<file path="src/rtl/quadratic_root_solver_unit_defines.svh">
// assertion macros for the quadratic root solver
`ifndef QUADRATIC_ROOT_SOLVER_UNIT_DEFINES_SVH
`define QUADRATIC_ROOT_SOLVER_UNIT_DEFINES_SVH
`ifndef SYNTHESIS
`define QRS_ASSERT_IMPLY(lbl, ante, cons) \
  lbl: assert property (@(posedge clk) disable iff (!rst_n) (ante) |-> (cons)) \
    else $error("qrs check failed");
`define QRS_ASSERT_NEXT(lbl, ante, cons) \
  lbl: assert property (@(posedge clk) disable iff (!rst_n) (ante) |=> (cons)) \
    else $error("qrs check failed");
`else
`define QRS_ASSERT_IMPLY(lbl, ante, cons)
`define QRS_ASSERT_NEXT(lbl, ante, cons)
`endif
`endif

</file>
<file path="src/rtl/qrs_pkg.sv">
`default_nettype none
package qrs_pkg;
  localparam int DATA_WIDTH_DEF = 32;
  localparam int FRAC_BITS_DEF  = 16;

  typedef enum logic [1:0] {
    KIND_DOUBLE   = 2'd0,
    KIND_TWO_REAL = 2'd1,
    KIND_COMPLEX  = 2'd2,
    KIND_INVALID  = 2'd3
  } kind_t;
endpackage
`default_nettype wire

</file>
<file path="src/rtl/qrs_sqrt.sv">
`default_nettype none
// floor square root, one result bit per stage
module qrs_sqrt #(
  parameter int RAD_W  = 2*qrs_pkg::DATA_WIDTH_DEF+1,
  parameter int SIDE_W = 1
) (
  input  wire logic                      clk,
  input  wire logic                      rst_n,
  input  wire logic                      in_valid,
  output      logic                      in_ready,
  input  wire logic [RAD_W-1:0]          in_rad,
  input  wire logic [SIDE_W-1:0]         in_side,
  output      logic                      out_valid,
  input  wire logic                      out_ready,
  output      logic [(RAD_W+1)/2-1:0]    out_root,
  output      logic [SIDE_W-1:0]         out_side
);
  localparam int SW = (RAD_W+1)/2;
  localparam int PW = 2*SW;
  localparam int RW = SW+3;

  logic              v_r    [SW];
  logic [RW-1:0]     rem_r  [SW];
  logic [SW-1:0]     q_r    [SW];
  logic [PW-1:0]     d_r    [SW];
  logic [SIDE_W-1:0] side_r [SW];
  logic [SW:0]       adv;

  assign adv[SW]  = out_ready;
  assign in_ready = adv[0];

  for (genvar k = 0; k < SW; k++) begin : g_stage
    logic              vin;
    logic [RW-1:0]     rem_in, cat, trial, rem_nxt;
    logic [SW-1:0]     q_in;
    logic [PW-1:0]     d_in;
    logic [SIDE_W-1:0] side_in;
    logic              ge;
    if (k == 0) begin : g_first
      assign vin     = in_valid;
      assign rem_in  = '0;
      assign q_in    = '0;
      assign d_in    = PW'(in_rad);
      assign side_in = in_side;
    end else begin : g_next
      assign vin     = v_r[k-1];
      assign rem_in  = rem_r[k-1];
      assign q_in    = q_r[k-1];
      assign d_in    = d_r[k-1];
      assign side_in = side_r[k-1];
    end
    assign cat     = {rem_in[RW-3:0], d_in[PW-1:PW-2]};
    assign trial   = RW'({q_in, 2'b01});
    assign ge      = cat >= trial;
    assign rem_nxt = ge ? cat - trial : cat;
    assign adv[k]  = ~v_r[k] | adv[k+1];

    always_ff @(posedge clk) begin
      if (!rst_n) v_r[k] <= 1'b0;
      else if (adv[k]) v_r[k] <= vin;
      if (adv[k]) begin
        rem_r[k]  <= rem_nxt;
        q_r[k]    <= {q_in[SW-2:0], ge};
        d_r[k]    <= {d_in[PW-3:0], 2'b00};
        side_r[k] <= side_in;
      end
    end
  end

  assign out_valid = v_r[SW-1];
  assign out_root  = q_r[SW-1];
  assign out_side  = side_r[SW-1];
endmodule
`default_nettype wire

</file>
<file path="config.mk">
export PLATFORM = sky130hd
export DESIGN_NAME = qrs_sqrt
export DESIGN_NICKNAME = d
export VERILOG_FILES = /design/src/rtl/quadratic_root_solver_unit_defines.svh /design/src/rtl/qrs_pkg.sv /design/src/rtl/qrs_sqrt.sv
export SDC_FILE = /design/constraint.sdc
export NUM_CORES = 2
export LEC_CHECK = 0
export ABC_AREA = 1
export BUFFER_PORTS_ARGS = -buffer_cell sky130_fd_sc_hd__buf_2
export CAP_MARGIN = 0
export CORE_MARGIN = 5
export CORE_UTILIZATION = 55
export CTS_CLUSTER_DIAMETER = 30
export CTS_CLUSTER_SIZE = 24
export DETAILED_ROUTE_END_ITERATION = 7
export PLACE_DENSITY = 0.71
export SLEW_MARGIN = 40
export SYNTH_ARGS = -nofsm -noshare
export SYNTH_HDL_FRONTEND = slang
export SYNTH_MEMORY_MAX_BITS = 65536
export SYNTH_SLANG_ARGS = --single-unit
export TNS_END_PERCENT = 20
</file>
<file path="constraint.sdc">
create_clock -name clk -period 17.27 [get_ports clk]
set_input_delay 0.8635 -clock clk [delete_from_list [all_inputs] [get_ports clk]]
set_output_delay 0.8635 -clock clk [all_outputs]
set_load 0.1 [all_outputs]
</file>
==> metrics.csv <==
stage;metric;value;unit
setup_path;endpoint_kind;primary output;
setup_path;r2r_cells;17;
synthesis;synthCells;10574;
timing;fin_crit_sh;0.4946;
setup_path;worst_setup_path_start_kind;flip-flop;
synthesis;synth_cell_types;72;
finish;area_growth;17.34;%
setup_path;ff2ff_setup_slack;9940;ps
timing;fin_ws;8729;ps
synthesis;synth_most_common_cell;edfxtp_1;
clocking;post_cts_buffers;0;
finish;fin_util;0.6471;
synthesis;synth_largest_area_cell;edfxtp_1;
clocking;htreeDepth;5;
place;hpwl;210800;um
setup_path;cp.required;16410;ps
global_routing;use_met2;0.4281;
power;powerDensity;148.2;nW/um2
setup_path;cpPeakStageDelay;500;ps
clocking;ctsResizeCount;0;
global_routing;grt_max_degree;85;
finish;nNetsFinal;11831;
timing;clock_skew;108.3;ps
setup_path;critical_path.endpoint;in_ready;
finish;layout.cells.non_filler;14584;
global_routing;antenna_found_initial;2;
clocking;postCtsHoldBufs;48;
synthesis;yosys_warnings;0;
run_status;outcome;finished, final reports clean;
clocking;cts.sinks;2715;
hold_path;hold_depth;1;
place;place_ws;8728;ps
timing;period_needed;8541;ps
setup_path;path_cells;nand4_4 > buf_6 > nor2_4 > nand4_4 > nor2_4 > nand4_4 > nor2_4 > nand4_4 > nor2_4 > nand4_4 > nor2_4 > nand4_4 > nor2_4 > nand4_4 > nor2_4 > nand4_4 > nor2_4 > nand2_4 > buf_6 > buf_2;
global_routing;top_usage_layer;met2;
clocking;clock-root-buffer;clkbuf_16;
global_routing;grt_usage;0.2388;
finish;fill_cells;16537;
global_routing;first_global_vias;78980;
finish;design_area;146900;um2
synthesis;synth.top_cells.by_area;edfxtp_1 65%, ha_1 5.9%, inv_1 4.3%;
setup_path;worst-endpoint-arrival;7680;ps
synthesis;synth_edf_count;2714;
timing;drv_slew;0;
floorplan;num_rows;175;
synthesis;syn_nets;11238;
flow_run;cap_violations;0;
global_routing;grt_overflow;0;
timing;tightest_slew;871.1;ps
detailed_routing;drt-vias-per-instance;5.378;
floorplan;die_area;237300;um2
floorplan;die_w;487.1;um
synthesis;ys_seq_elements;2715;
timing;max_clock_freq;117.1;MHz
clocking;clock_path_buffers;4;
place;gp_congestion;0.9440;
floorplan;pin_count;106;
detailed_routing;via_count;78436;
clocking;cts_made_buffers;496;
synthesis;synthFlopType;edfxtp_1;
setup_path;r2r_end;rem_r[0][288];
place;dp.cells;13628;
clocking;clock_latency;1040;ps
synthesis;avgSynthCellArea;11.84;um2
detailed_routing;wl;284800;um
timing;slew-limit-headroom;0.4178;
power;peakVddDrop;142.9;uV
power;leakagePower;61.87;nW
floorplan;die_h;487.1;um
global_routing;grt_util_met1;0.2748;
finish;layout-drive-gt1-share;0.09402;
synthesis;synth_top_area_frac;0.6509;
synthesis;synth-seq-area-share;0.6510;
synthesis;synth_common_cells;2,714 x edfxtp_1, 1,451 x inv_1, 1,389 x nand2_1;
setup_path;critPathKind;reg2out;
synthesis;syn-cell-area;125200;um2
floorplan;core;227100;um2
clocking;cts_tree;yes;
detailed_routing;drc;0;
place;place_area;129600;um2
detailed_routing;drtAntennaViolNets;0;
detailed_routing;wl_per_cell;19.53;um
timing;finalHoldViolations;0;
hold_path;hold_path_class;in2reg;
setup_path;cp_slowest_cell;nand4_4;
setup_path;cp-startpoint;v_r[32];
floorplan;start_util;0.5514;
setup_path;r2r_start;v_r[32];
setup_path;crit_path_max_fanout;73;
global_routing;use_met3;0.03548;
detailed_routing;first_iter_violations;5257;
place;port_buffers;105;
synthesis;async_flop_share;0;
timing;finalSetupTns;0;ps
timing;rsz0062_at_grt;false;
timing;finalSetupViolCount;0;
detailed_routing;dr.pass1.iters;6;
clocking;clk_pin_slew;60;ps
global_routing;grt_pass1_wl;441900;um
critical path, delay by kind of cell, from the launching register on:
family	cells	cell delay, ps
buf+inv	3	960
flops	1	480
simple gates	17	5210
sequential cells by signal, indices dropped and copies added, names as in the netlist:
name    cells
d_r      1056
rem_r    1032
q_r       561
v_r        33
side_r     33
final cells by class:
class	count	area, um2	share of cell area
multi-input combinational	6284	37870	0.2578
timing repair buffer	207	1514	0.01030
clock buffer	537	12630	0.08596
sequential	2715	81520	0.5548
clock inverter	366	4113	0.02799
antenna	3	7.507	0.00005110
inverter	1463	5507	0.03748
tap	3009	3765	0.02562
per-stage QoR:
stage                     power [mW]  hold WS (ps)
after global placement         12.28         400.2
after detailed placement       12.33         404.5
final                          21.78         58.70
after global routing           22.74         2.551
after CTS                      21.93         1.696
after floorplan                11.27         400.3
metal layers:
metal	share of wire	up-vias	routed length [um]
met1	0.38	37433	108900
li1	-	38217	-
met5	0	-	0
met3	0.043	701	12120
met2	0.51	2085	146400
met4	0.061	0	17470
placed cells by master, fill, tap and decap left out, drive strengths merged, types with 436 or more instances in the layout:
master / synthesis / layout
xor2: 477 / 477
clkbuf: 77 / 537
xnor2: 436 / 436
nand2: 1399 / 1399
a21oi: 805 / 805
o21ai: 628 / 628
inv: 1462 / 1541
ha: 594 / 594
nor2: 976 / 976
edfxtp: 2714 / 2714
report_power, final:
part / switching, mW / total, mW / internal [mW]
Combinational: 1.83 / 2.94 / 1.12
Clock: 3.34 / 9.50 / 6.17
Sequential: 0.831 / 9.33 / 8.50
Total: 5.99 / 21.8 / 15.8
cell families after synthesis:
family / after synthesis / synth area share
other: 1 / 0.00002995
adders and majority gates: 594 / 0.05936
DFF: 2715 / 0.6510
AOI/OAI and AO/OA: 1677 / 0.07211
and+or+nand+nor: 3095 / 0.1057
muxes: 4 / 0.0003298
buffers and inverters: 1575 / 0.04758
xor gates and xnor gates: 913 / 0.06386
worst min path at each step:
stage / to / startpoint / slack (ps)
2_1_floorplan: d_r[0][1000] / d_r[0][934] / 400
3_3_place_gp: d_r[0][208] / d_r[0][142] / 400
3_5_place_dp: d_r[0][1065] / d_r[0][999] / 400
4_1_cts: d_r[0][10] / in_rad[10] / 2
5_1_grt: d_r[0][10] / in_rad[10] / 3
6_report: d_r[0][10] / in_rad[10] / 60
Note: power is estimated with default switching activity, not from simulation.
